$ cat src/rtl/scalar_kalman_filter_core_defines.svh
// ----------------------------------------------------------------------------
// scalar kalman filter core assertion macros
// concurrent check macros, empty when SYNTHESIS is defined
// ----------------------------------------------------------------------------
`ifndef SCALAR_KALMAN_FILTER_CORE_DEFINES_SVH
`define SCALAR_KALMAN_FILTER_CORE_DEFINES_SVH

`ifndef SYNTHESIS
// same-cycle implication, disabled in reset
`define SKF_ASSERT_NOW(label, clk, rst_n, ante, cons) \
  label: assert property (@(posedge clk) disable iff (!rst_n) (ante) |-> (cons)) \
    else $error("skf check failed");
// next-cycle implication, disabled in reset
`define SKF_ASSERT_NEXT(label, clk, rst_n, ante, cons) \
  label: assert property (@(posedge clk) disable iff (!rst_n) (ante) |=> (cons)) \
    else $error("skf check failed");
`else
`define SKF_ASSERT_NOW(label, clk, rst_n, ante, cons)
`define SKF_ASSERT_NEXT(label, clk, rst_n, ante, cons)
`endif

`endif

$ cat src/rtl/skf_pkg.sv
// ----------------------------------------------------------------------------
// skf_pkg
// widths, constants and shared types of the scalar kalman filter
// ----------------------------------------------------------------------------
package skf_pkg;

  localparam int EST_W   = 32;          // Q16.16 estimate / measurement
  localparam int COV_W   = 24;          // Q8.16 covariance and noise values
  localparam int DEN_W   = COV_W + 1;   // covariance plus measurement noise
  localparam int GAIN_W  = 16;          // Q0.16 gain
  localparam int DIFF_W  = EST_W + 1;   // innovation
  localparam int MUL_A_W = GAIN_W + 1;  // gain or one minus gain
  localparam int MUL_B_W = DIFF_W + 1;  // signed operand
  localparam int MUL_P_W = MUL_A_W + 1 + MUL_B_W;
  localparam int CFG_IDX_W  = 2;
  localparam int CFG_DATA_W = 32;

  localparam logic [COV_W-1:0]   COV_ONE   = 24'h01_0000;
  localparam logic [COV_W-1:0]   COV_MAX   = 24'hFF_FFFF;
  localparam logic [GAIN_W-1:0]  GAIN_MAX  = 16'hFFFF;
  localparam logic [MUL_A_W-1:0] GAIN_ONE  = 17'h1_0000;

  localparam logic [CFG_IDX_W-1:0] CFG_PROCESS_NOISE     = 2'd0;
  localparam logic [CFG_IDX_W-1:0] CFG_MEASUREMENT_NOISE = 2'd1;
  localparam logic [CFG_IDX_W-1:0] CFG_INITIAL_ESTIMATE  = 2'd2;

  localparam logic [COV_W-1:0] PROCESS_NOISE_RST     = 24'd1311;
  localparam logic [COV_W-1:0] MEASUREMENT_NOISE_RST = 24'd13107;
  localparam logic [EST_W-1:0] INITIAL_ESTIMATE_RST  = 32'd0;

  typedef struct packed {
    logic             start;
    logic [COV_W-1:0] dividend;
    logic [DEN_W-1:0] divisor;
  } skf_div_req_t;

  typedef struct packed {
    logic              done;
    logic [GAIN_W-1:0] quotient;
  } skf_div_rsp_t;

endpackage

$ cat src/rtl/skf_ifs.sv
// ----------------------------------------------------------------------------
// skf channel interfaces
// valid/ready channels for measurement, estimate and register writes
// ----------------------------------------------------------------------------
interface skf_meas_if import skf_pkg::*; ();
  logic                    valid;
  logic                    ready;
  logic signed [EST_W-1:0] measurement;
  modport source (output valid, output measurement, input ready);
  modport sink   (input valid, input measurement, output ready);
endinterface

interface skf_est_if import skf_pkg::*; ();
  logic                    valid;
  logic                    ready;
  logic signed [EST_W-1:0] estimate;
  modport source (output valid, output estimate, input ready);
  modport sink   (input valid, input estimate, output ready);
endinterface

interface skf_cfg_if import skf_pkg::*; ();
  logic                  valid;
  logic                  ready;
  logic [CFG_IDX_W-1:0]  index;
  logic [CFG_DATA_W-1:0] data;
  modport source (output valid, output index, output data, input ready);
  modport sink   (input valid, input index, input data, output ready);
endinterface

$ cat src/rtl/skf_divider.sv
// ----------------------------------------------------------------------------
// skf_divider
// restoring divider, one quotient bit per cycle, dividend below divisor
// ----------------------------------------------------------------------------
module skf_divider import skf_pkg::*; (
  input  logic         clk,
  input  logic         rst_n,
  input  skf_div_req_t req,
  output skf_div_rsp_t rsp
);

  localparam int STEPS = GAIN_W;
  localparam int CNT_W = $clog2(STEPS + 1);

  logic [DEN_W-1:0]  rem_r, rem_nxt;
  logic [DEN_W-1:0]  den_r;
  logic [GAIN_W-1:0] quo_r, quo_nxt;
  logic [CNT_W-1:0]  cnt_r, cnt_nxt;
  logic              done_r, done_nxt;
  logic [DEN_W:0]    twice;
  logic              ge;

  // one compare and subtract per step
  assign twice = {rem_r, 1'b0};
  assign ge    = (twice >= {1'b0, den_r});

  always_comb begin
    rem_nxt  = rem_r;
    quo_nxt  = quo_r;
    cnt_nxt  = cnt_r;
    done_nxt = 1'b0;
    if (req.start) begin
      rem_nxt = {1'b0, req.dividend};
      quo_nxt = '0;
      cnt_nxt = CNT_W'(STEPS);
    end else if (cnt_r != '0) begin
      rem_nxt  = ge ? DEN_W'(twice - {1'b0, den_r}) : twice[DEN_W-1:0];
      quo_nxt  = {quo_r[GAIN_W-2:0], ge};
      cnt_nxt  = cnt_r - 1'b1;
      done_nxt = (cnt_r == CNT_W'(1));
    end
  end

  always_ff @(posedge clk) begin
    if (!rst_n) begin
      cnt_r  <= '0;
      done_r <= 1'b0;
    end else begin
      cnt_r  <= cnt_nxt;
      done_r <= done_nxt;
    end
    rem_r <= rem_nxt;
    quo_r <= quo_nxt;
    if (req.start) den_r <= req.divisor;
  end

  assign rsp.done     = done_r;
  assign rsp.quotient = quo_r;

endmodule

$ cat src/rtl/skf_mult.sv
// ----------------------------------------------------------------------------
// skf_mult
// shared unsigned by signed multiplier with registered product
// ----------------------------------------------------------------------------
module skf_mult import skf_pkg::*; (
  input  logic                      clk,
  input  logic        [MUL_A_W-1:0] a,
  input  logic signed [MUL_B_W-1:0] b,
  output logic signed [MUL_P_W-1:0] prod_r
);

  logic signed [MUL_P_W-1:0] prod_nxt;

  assign prod_nxt = $signed({1'b0, a}) * b;

  always_ff @(posedge clk) begin
    prod_r <= prod_nxt;
  end

endmodule

$ cat src/rtl/scalar_kalman_filter_core.sv
// ----------------------------------------------------------------------------
// scalar_kalman_filter_core
// sequence: an accepted measurement word passes through ST_PRED, ST_DIVS,
//   ST_DIV (the 16-step gain divider, skipped when measurement_noise is zero),
//   ST_MUL1, ST_MUL2, ST_FIN and ST_WRITE; no new word is accepted before
//   ST_WRITE hands it on; a stalled consumer holds the next result
// the result sits in an output register while the next word is accepted
// reset: synchronous active-low rst_n; control registers take reset values,
// estimate loads the initial_estimate reset value, covariance returns to 1.0
// ----------------------------------------------------------------------------
// fixed-point one-dimensional kalman filter with one shared divider and one
// shared multiplier driven by a small sequencer
// ----------------------------------------------------------------------------
`include "scalar_kalman_filter_core_defines.svh"

module scalar_kalman_filter_core import skf_pkg::*; (
  input  logic  clk,
  input  logic  rst_n,
  skf_meas_if.sink   in_if,
  skf_est_if.source  out_if,
  skf_cfg_if.sink    cfg_if
);

  typedef enum logic [2:0] {
    ST_IDLE,   // ready for a measurement word
    ST_PRED,   // predicted covariance; the innovation is formed on acceptance
    ST_DIVS,   // launch divider, or take the gain directly when r is zero
    ST_DIV,    // wait for the serial divider
    ST_MUL1,   // multiplier: gain times innovation
    ST_MUL2,   // multiplier: (1 - gain) times covariance, take new estimate
    ST_FIN,    // take new covariance
    ST_WRITE   // hand the estimate to the output register
  } state_t;

  state_t state_r, state_nxt;

  // configuration registers
  logic [COV_W-1:0] q_r, q_nxt;
  logic [COV_W-1:0] r_r, r_nxt;
  logic [EST_W-1:0] init_r, init_nxt;

  // filter state
  logic signed [EST_W-1:0] x_r, x_nxt;
  logic [COV_W-1:0]        p_r, p_nxt;

  // per-word work registers
  logic [COV_W-1:0]         pp_r, pp_nxt;
  logic [DEN_W-1:0]         den_r, den_nxt;
  logic signed [DIFF_W-1:0] d_r, d_nxt;
  logic [GAIN_W-1:0]        k_r, k_nxt;
  logic signed [EST_W-1:0]  nx_r, nx_nxt;

  // output register
  logic                    out_valid_r, out_valid_nxt;
  logic signed [EST_W-1:0] out_est_r, out_est_nxt;

  // shared units
  skf_div_req_t              div_req;
  skf_div_rsp_t              div_rsp;
  logic        [MUL_A_W-1:0] mul_a;
  logic signed [MUL_B_W-1:0] mul_b;
  logic signed [MUL_P_W-1:0] mul_p;

  // datapath helpers
  logic [DEN_W-1:0]          p_sum;
  logic signed [MUL_P_W-1:0] est_rnd;
  logic signed [MUL_P_W-1:0] est_shift;
  logic signed [EST_W+1:0]   est_sum;
  logic [MUL_A_W+COV_W-1:0]  cov_rnd;
  logic [DEN_W-1:0]          cov_new;

  logic in_acc, out_acc, cfg_acc;

  assign in_acc  = in_if.valid & in_if.ready;
  assign out_acc = out_if.valid & out_if.ready;
  assign cfg_acc = cfg_if.valid & cfg_if.ready;

  assign in_if.ready     = (state_r == ST_IDLE);
  assign cfg_if.ready    = 1'b1;
  assign out_if.valid    = out_valid_r;
  assign out_if.estimate = out_est_r;

  skf_divider u_div (
    .clk   (clk),
    .rst_n (rst_n),
    .req   (div_req),
    .rsp   (div_rsp)
  );

  skf_mult u_mult (
    .clk    (clk),
    .a      (mul_a),
    .b      (mul_b),
    .prod_r (mul_p)
  );

  // prediction: covariance plus process noise, saturated at the Q8.16 range
  assign p_sum = {1'b0, p_r} + {1'b0, q_r};

  // gain divider: pp / (pp + r), always a proper fraction when r is nonzero
  // the divisor is the denominator formed in the launch cycle
  assign div_req.start    = (state_r == ST_DIVS) && (r_r != '0);
  assign div_req.dividend = pp_r;
  assign div_req.divisor  = den_nxt;

  // multiplier operand select: first pass innovation, second pass covariance
  always_comb begin
    if (state_r == ST_MUL1) begin
      mul_a = {1'b0, k_r};
      mul_b = {d_r[DIFF_W-1], d_r};
    end else begin
      mul_a = GAIN_ONE - {1'b0, k_r};
      mul_b = $signed({{(MUL_B_W-COV_W){1'b0}}, pp_r});
    end
  end

  // estimate update: round half up, arithmetic shift is a floor
  assign est_rnd   = mul_p + MUL_P_W'(32768);
  assign est_shift = est_rnd >>> GAIN_W;
  assign est_sum   = {{2{x_r[EST_W-1]}}, x_r} + est_shift[EST_W+1:0];

  // covariance update: product is nonnegative here
  assign cov_rnd = mul_p[MUL_A_W+COV_W-1:0] + (MUL_A_W+COV_W)'(32768);
  assign cov_new = cov_rnd[MUL_A_W+COV_W-1:GAIN_W];

  always_comb begin
    state_nxt     = state_r;
    q_nxt         = q_r;
    r_nxt         = r_r;
    init_nxt      = init_r;
    x_nxt         = x_r;
    p_nxt         = p_r;
    pp_nxt        = pp_r;
    den_nxt       = den_r;
    d_nxt         = d_r;
    k_nxt         = k_r;
    nx_nxt        = nx_r;
    out_valid_nxt = out_valid_r;
    out_est_nxt   = out_est_r;

    // the consumer takes the pending estimate
    if (out_acc) out_valid_nxt = 1'b0;

    case (state_r)
      ST_IDLE: begin
        if (in_acc) begin
          d_nxt     = {in_if.measurement[EST_W-1], in_if.measurement}
                      - {x_r[EST_W-1], x_r};
          state_nxt = ST_PRED;
        end
      end
      ST_PRED: begin
        pp_nxt    = p_sum[COV_W] ? COV_MAX : p_sum[COV_W-1:0];
        state_nxt = ST_DIVS;
      end
      ST_DIVS: begin
        den_nxt = {1'b0, pp_r} + {1'b0, r_r};
        if (r_r == '0) begin
          // gain of one saturates; zero denominator gives zero gain
          k_nxt     = (pp_r != '0) ? GAIN_MAX : '0;
          state_nxt = ST_MUL1;
        end else begin
          state_nxt = ST_DIV;
        end
      end
      ST_DIV: begin
        if (div_rsp.done) begin
          k_nxt     = div_rsp.quotient;
          state_nxt = ST_MUL1;
        end
      end
      ST_MUL1: begin
        state_nxt = ST_MUL2;
      end
      ST_MUL2: begin
        if (est_sum[EST_W+1:EST_W-1] == 3'b000 || est_sum[EST_W+1:EST_W-1] == 3'b111) begin
          nx_nxt = est_sum[EST_W-1:0];
        end else begin
          nx_nxt = est_sum[EST_W+1] ? {1'b1, {(EST_W-1){1'b0}}}
                                    : {1'b0, {(EST_W-1){1'b1}}};
        end
        state_nxt = ST_FIN;
      end
      ST_FIN: begin
        p_nxt     = cov_new[COV_W] ? COV_MAX : cov_new[COV_W-1:0];
        x_nxt     = nx_r;
        state_nxt = ST_WRITE;
      end
      ST_WRITE: begin
        // hold until the output register is free
        if (!out_valid_r || out_acc) begin
          out_valid_nxt = 1'b1;
          out_est_nxt   = x_r;
          state_nxt     = ST_IDLE;
        end
      end
      default: begin
        state_nxt = ST_IDLE;
      end
    endcase

    // register writes; initial_estimate also restarts the filter
    if (cfg_acc) begin
      case (cfg_if.index)
        CFG_PROCESS_NOISE:     q_nxt = cfg_if.data[COV_W-1:0];
        CFG_MEASUREMENT_NOISE: r_nxt = cfg_if.data[COV_W-1:0];
        CFG_INITIAL_ESTIMATE: begin
          init_nxt = cfg_if.data[EST_W-1:0];
          x_nxt    = cfg_if.data[EST_W-1:0];
          p_nxt    = COV_ONE;
        end
        default: begin
        end
      endcase
    end
  end

  always_ff @(posedge clk) begin
    if (!rst_n) begin
      state_r     <= ST_IDLE;
      q_r         <= PROCESS_NOISE_RST;
      r_r         <= MEASUREMENT_NOISE_RST;
      init_r      <= INITIAL_ESTIMATE_RST;
      x_r         <= INITIAL_ESTIMATE_RST;
      p_r         <= COV_ONE;
      out_valid_r <= 1'b0;
    end else begin
      state_r     <= state_nxt;
      q_r         <= q_nxt;
      r_r         <= r_nxt;
      init_r      <= init_nxt;
      x_r         <= x_nxt;
      p_r         <= p_nxt;
      out_valid_r <= out_valid_nxt;
    end
    pp_r      <= pp_nxt;
    den_r     <= den_nxt;
    d_r       <= d_nxt;
    k_r       <= k_nxt;
    nx_r      <= nx_nxt;
    out_est_r <= out_est_nxt;
  end

  // accepted word always starts the prediction step
  `SKF_ASSERT_NEXT(a_acc_to_pred, clk, rst_n, in_acc, state_r == ST_PRED)
  // divider finishes only while the sequencer waits for it
  `SKF_ASSERT_NOW(a_div_done_in_div, clk, rst_n, div_rsp.done, state_r == ST_DIV)
  // a pending estimate is never overwritten
  `SKF_ASSERT_NEXT(a_no_overwrite, clk, rst_n,
                   state_r == ST_WRITE && out_valid_r && !out_if.ready,
                   state_r == ST_WRITE)
  // initial_estimate is the value the filter restarts from
  `SKF_ASSERT_NEXT(a_init_load, clk, rst_n,
                   cfg_acc && cfg_if.index == CFG_INITIAL_ESTIMATE,
                   x_r == init_r && p_r == COV_ONE)

endmodule
$ cat src/flat_wrapper.sv
// flat-port wrapper written by rule: the top's interface ports become plain ports
module scalar_kalman_filter_core_flat import skf_pkg::*;
  (clk, rst_n, in_if_valid, in_if_measurement, in_if_ready, out_if_valid, out_if_estimate, out_if_ready, cfg_if_valid, cfg_if_index, cfg_if_data, cfg_if_ready);
  skf_meas_if in_if_i ();
  skf_est_if out_if_i ();
  skf_cfg_if cfg_if_i ();
  input  logic clk;
  input  logic rst_n;
  input wire logic [$bits(in_if_i.valid)-1:0] in_if_valid;
  input wire logic [$bits(in_if_i.measurement)-1:0] in_if_measurement;
  output wire logic [$bits(in_if_i.ready)-1:0] in_if_ready;
  output wire logic [$bits(out_if_i.valid)-1:0] out_if_valid;
  output wire logic [$bits(out_if_i.estimate)-1:0] out_if_estimate;
  input wire logic [$bits(out_if_i.ready)-1:0] out_if_ready;
  input wire logic [$bits(cfg_if_i.valid)-1:0] cfg_if_valid;
  input wire logic [$bits(cfg_if_i.index)-1:0] cfg_if_index;
  input wire logic [$bits(cfg_if_i.data)-1:0] cfg_if_data;
  output wire logic [$bits(cfg_if_i.ready)-1:0] cfg_if_ready;
  assign in_if_i.valid = in_if_valid;
  assign in_if_i.measurement = in_if_measurement;
  assign in_if_ready = in_if_i.ready;
  assign out_if_valid = out_if_i.valid;
  assign out_if_estimate = out_if_i.estimate;
  assign out_if_i.ready = out_if_ready;
  assign cfg_if_i.valid = cfg_if_valid;
  assign cfg_if_i.index = cfg_if_index;
  assign cfg_if_i.data = cfg_if_data;
  assign cfg_if_ready = cfg_if_i.ready;
  scalar_kalman_filter_core u_core (.clk(clk), .rst_n(rst_n), .in_if(in_if_i), .out_if(out_if_i), .cfg_if(cfg_if_i));
endmodule
$ cat config.mk
export PLATFORM = sky130hd
export DESIGN_NAME = scalar_kalman_filter_core_flat
export DESIGN_NICKNAME = d
export VERILOG_FILES = /design/src/rtl/skf_pkg.sv /design/src/rtl/skf_ifs.sv /design/src/rtl/skf_divider.sv /design/src/rtl/skf_mult.sv /design/src/rtl/scalar_kalman_filter_core.sv /design/src/flat_wrapper.sv
export VERILOG_INCLUDE_DIRS = /design/src /design/src/rtl
export SDC_FILE = /design/constraint.sdc
export NUM_CORES = 2
export LEC_CHECK = 0
export ABC_AREA = 1
export BUFFER_PORTS_ARGS = -buffer_cell sky130_fd_sc_hd__buf_2
export CORE_MARGIN = 3
export CORE_UTILIZATION = 45
export CTS_CLUSTER_SIZE = 28
export DETAILED_ROUTE_END_ITERATION = 10
export PLACE_DENSITY_LB_ADDON = 0.05
export RECOVER_POWER = 25
export SETUP_SLACK_MARGIN = 0.02
export SLEW_MARGIN = 20
export SYNTH_ARGS = -nofsm -noshare
export SYNTH_HDL_FRONTEND = slang
export SYNTH_HIERARCHICAL = 1
export SYNTH_SLANG_ARGS = --single-unit
$ cat constraint.sdc
create_clock -name clk -period 14.39 [get_ports clk]
set_input_delay 2.1585 -clock clk [delete_from_list [all_inputs] [get_ports clk]]
set_output_delay 2.1585 -clock clk [all_outputs]
set_load 0.1 [all_outputs]
Word level (Yosys, flattened, before mapping)
Cells that the tools add are included.
W data, S select, Z words.
Storage, ports and cells
  register bits: 392
  latch bits: 0
  bits in writable memories: 0
  memory bits (read-only): 0
  output and inout port bits: 35
  logic and storage cells: 100
  memories kept: 0
Cells by class
  add/subtract/negate cells: 9
  $mul: 1
  divide/modulo/power cells: 0
  $lt $le $gt $ge: 1
  equality and inequality tests: 15
  shift-type cells: 0
  multiplexer cells: 29
  bitwise gates (word level): 4
  reduce and logical (&&, ||, !) cells: 21
Operators by type and width (number)
  $mux W32: 5
  $mux W24: 6
  $add A24 B24 Y25: 2
  $add A50 B17 Y50 const B: 1
  $mul A18 B34 Y50: 1
  $mux W25: 2
  $mux W16: 3
  $reduce_bool A24 Y1: 2
  $add A41 B16 Y41 const B: 1
  $add A34 B34 Y34: 1
  $mux W34: 1
  $sub A32 B32 Y33: 1
  $pmux W16 S2: 1
  $ge A26 B25 Y1: 1
  $sub A25 B25 Y25: 1
  $logic_not A24 Y1: 1
  $pmux W3 S8: 1
  $mux W17: 1
  $sub A17 B16 Y17 const A: 1
  $eq A3 B3 Y1 const B: 5
  $mux W3: 4
  $mux W5: 2
  $reduce_and A2 Y1: 4
  $eq A3 B2 Y1 const B: 2
  20 further kinds: 30

Longest topological paths before layout
  depth after elaboration: 5
  mapped depth: 36

By module
Netlist, hierarchy kept.
Modules (own cells, without submodules)
  skf_mult: instances 1, cells an instance 3148, area an instance 23176.0 µm², sequential area each 1041.0 µm²
  scalar_kalman_filter_core: instances 1, cells an instance 2493, area an instance 18021.0 µm², sequential area each 6776.5 µm²
  skf_divider: instances 1, cells an instance 729, area an instance 5031.1 µm², sequential area each 1931.9 µm²

Worst setup path before layout
OpenSTA, ideal clock, no wires.
  path kind: flip-flop to flip-flop
  from: reg u_core.state_r[2]
  to: reg u_core/u_mult/prod_r[50] (netlist name)
  library setup time: 0.114 ns
  arrival: 6.368 ns
  data required time: 14.276 ns
  setup slack: 7.908 ns
  stages on the path, launching flop included: 30
  buffers on the path: 4
  period minus slack after synthesis: 6.482 ns
  cell sequence: dfxtp_1 > buf_2 > nand2_1 > nor2_1 > inv_1 > clkbuf_1 > nand2_1 > xor2_1 > clkbuf_1 > clkbuf_1 > nand2_1 > fa_1 > inv_1 > fa_1 > fa_1 > inv_1 > fa_1 > fa_1 > fa_1 > inv_1 > ha_1 > nand2_1 > nor2_1 > inv_1 > nor2_1 > nand2_1 > nor2_1 > nand2_1 > nand4_1 > nand2_1
RTL lines
  start, declared: line scalar_kalman_filter_core.sv:35  | state_t state_r, state_nxt;
  start signal, assigned: line scalar_kalman_filter_core.sv:228  | state_r <= state_nxt;

Worst setup path after layout
  from: reg u_core.state_r[2]
  to: reg u_core.u_mult.prod_r[43]
On the way
  cells in the longest elaborated chain, start to end: 3
  elaborated cells on any way between the ends: 4
RTL lines
  $eq A3 B3 Y1: line scalar_kalman_filter_core.sv:108  | if (state_r == ST_MUL1) begin
  $mux W17: line scalar_kalman_filter_core.sv:108
  net u_core.mul_a[6]: line scalar_kalman_filter_core.sv:60  | logic [MUL_A_W-1:0] mul_a;
  $mul A18 B34 Y50: line skf_mult.sv:14  | assign prod_nxt = $signed({1'b0, a}) * b;
  net u_core.u_mult.prod_nxt[43]: line skf_mult.sv:12  | logic signed [MUL_P_W-1:0] prod_nxt;
  end signal, assigned: line skf_mult.sv:17  | prod_r <= prod_nxt;
  end, declared: line skf_mult.sv:9  | output logic signed [MUL_P_W-1:0] prod_r
The timed path passes the listed nets, and every way through them passes these cells.
A chain may end at the register's enable or synchronous reset.

==> out/summary.txt <==
Worst min-delay path class = reg2reg
Initial antenna violation count = 2
Number of sinks driven by the clock tree = 377
Standard-cell rows = 115
Number of buffers inserted during clock tree synthesis = 44
Hold buffer count at CTS = 0
Fin. Hold Viols = 0
Fin. max-slew vios = 88
Critical Setup Path Class = reg2reg
Via count of the first global-routing pass = 37900
Mean Syn Cell Area = 7.25 µm²
Max incr delay on CP = 0.78 ns
Total core area = 99100 µm²
Data required, critical path = 14.87 ns
Transition time at the pin with the least slew margin = 2.60 ns
Clock Tree Root = clkbuf_16
Final GP Congestion = 0.933
Antenna-violating nets left = 0
Worst EP arrival = 8.34 ns
Area of the mapped netlist = 45300 µm²
First-pass GRT wire length = 222000 µm
Critical-path top delay cell = fa_1
Post-synth net total = 7140
Max capacitance violation total = 2
Starting DRC count in detailed routing = 2830
Tightest slew margin relative to the limit = -73.6%
Critical Path Fanout Max = 34
Die outline height = 323 µm
Maximum achievable frequency = 0.127 GHz
Average detailed-routed wire length per instance = 18.9 µm
Post-detailed-placement half-perimeter wirelength = 115000 µm
Setup TNS = 0 ns
Clock slew at the register clock pins of the worst setup and hold paths = 0.06 ns
Synthesized netlist cell count = 6255
Wirelength, routed = 143000 µm
Pin count of the biggest net entering global routing = 85
Violations in the final reports = max-capacitance violations, max-slew violations
Initial Utilization = 45.7%
Overall die area = 105000 µm²
DRC violation count after routing = 0
Vias after detailed routing = 38300
H-tree levels = 2
Setup-failing EPs final = 0
Status = finished with violations
Non-filler instance count after layout = 7569
Layout Skew = 0.0345 ns
Relative area change from synthesis to final layout = 7.20%
Total Routing Usage GR = 27.7%
Die boundary width = 323 µm
Number of setup buffers added after CTS = 0
Time the worst path needs with I/O delays and setup = 7.86 ns
# diodes = 0
RSZ-0062 raised after global routing = false
Via count normalized by instance count = 5.06
I/O pins = 106
Count of port buffers added during placement = 104
Total gr overflow = 0
Filler cell count in the final layout = 10100
Placed Cells incl. Taps = 7487
Share of the clock period used by the worst path after layout = 54.6%
Nature of the critical path endpoint = register
Fin nets = 7131
Cells traversed along the worst timing path = nand2_1 > nor2_2 > clkinv_1 > buf_4 > nand2_1 > xnor2_2 > buf_4 > nand2_1 > fa_1 > inv_1 > fa_1 > fa_1 > fa_1 > fa_1 > fa_1 > ha_1 > nand2_1 > nor2_1 > nand2_1 > nor2_1 > nand3_1 > nand4_1 > nand2_1
Count of instances resized after the clock tree is built = 0
DR pass1 iterations = 6
Crit start category = register
Clock latency on the worst-skew pair = 0.61 ns
Share of layout cells above drive strength 1 = 5.56%
Clock tree from TritonCTS = done
Maximum clock insertion buffer count = 3
Total number of yosys warnings = 6
-- routing by layer --
metal / GRT usage, % / share of wire, % / vias up / wire (µm)
met1: 39.4 / 46 / 18400 / 65900
met3: 3.47 / 5.7 / 187 / 8200
met2: 45.3 / 46 / 1012 / 65500
li1: - / - / 18700 / -
met5: 0 / 0.0091 / - / 13
met4: 6.21 / 2.3 / 2 / 3300
-- state kept, by name, summed over array words and instances, names as in the netlist, 5 cells and up --
name / cells
u_core/d_r: 33
u_core/den_r: 25
u_core/k_r: 16
u_core/nx_r: 32
u_core/out_if.estimate: 32
u_core/p_r: 24
u_core/pp_r: 24
u_core/q_r: 24
u_core/r_r: 24
u_core/u_div/cnt_r: 5
u_core/u_div/den_r: 25
u_core/u_div/quo_r: 16
u_core/u_div/rem_r: 25
u_core/u_mult/prod_r: 35
u_core/x_r: 32
-- worst max-delay path, delay by kind of cell, from the launching register on --
family                     cells  cell delay, ns
and+or+nand+nor               11            1.84
xor gates and xnor gates       1            0.12
buffers and inverters          4            1.52
DFF                            1            0.49
adders and majority gates      7            3.72
-- cell usage in the layout, fill, tap and decap left out, types with 91 or more instances in the layout --
master,n
a21oi_1,192
buf_2,104
dfxtp_1,191
edfxtp_1,186
fa_1,551
ha_1,263
inv_1,1470
nand2_1,1888
nand3_1,205
nor2_1,379
o21ai_0,196
xor2_1,91
-- layout make-up --
cell class / instances / area (µm²) / area share, %
Clock buffer: 58 / 1170 / 2.41
Clock inverter: 24 / 302 / 0.620
Inverter: 1491 / 5600 / 11.5
Multi-Input combinational cell: 4174 / 29600 / 60.9
Sequential cell: 377 / 9410 / 19.4
Tap cell: 1287 / 1610 / 3.31
Timing Repair Buffer: 158 / 903 / 1.86
-- final timing paths --
| kind | startpoint | to | cells past startpoint | slack [ns] |
|---|---|---|---|---|
| setup / recovery | u_core/state_r[2] | u_core/u_mult/prod_r[43] | 23 | 6.53 |
| hold / removal | u_core/den_r[23] | u_core/den_r[23] | 2 | 0.45 |
| setup reg to reg | u_core/state_r[2] | u_core/u_mult/prod_r[43] | 23 | 6.53 |
| hold reg to reg | u_core/den_r[23] | u_core/den_r[23] | 2 | 0.45 |
-- stage by stage --
step	utilization, %	hold slack (ns)	setup slack (ns)	area (µm²)
after floorplan	-	0.412	7.93	45300
after global routing	49.0	0.475	5.86	48600
after global placement	47.6	0.428	6.67	47200
after detailed placement	47.6	0.438	6.58	47200
after CTS	49.1	0.453	6.55	48600
final	49.0	0.452	6.53	48600
Power is left out: the tool's default activity adds up to more than one toggle a clock period on the data nets, which glitch-free logic cannot reach.
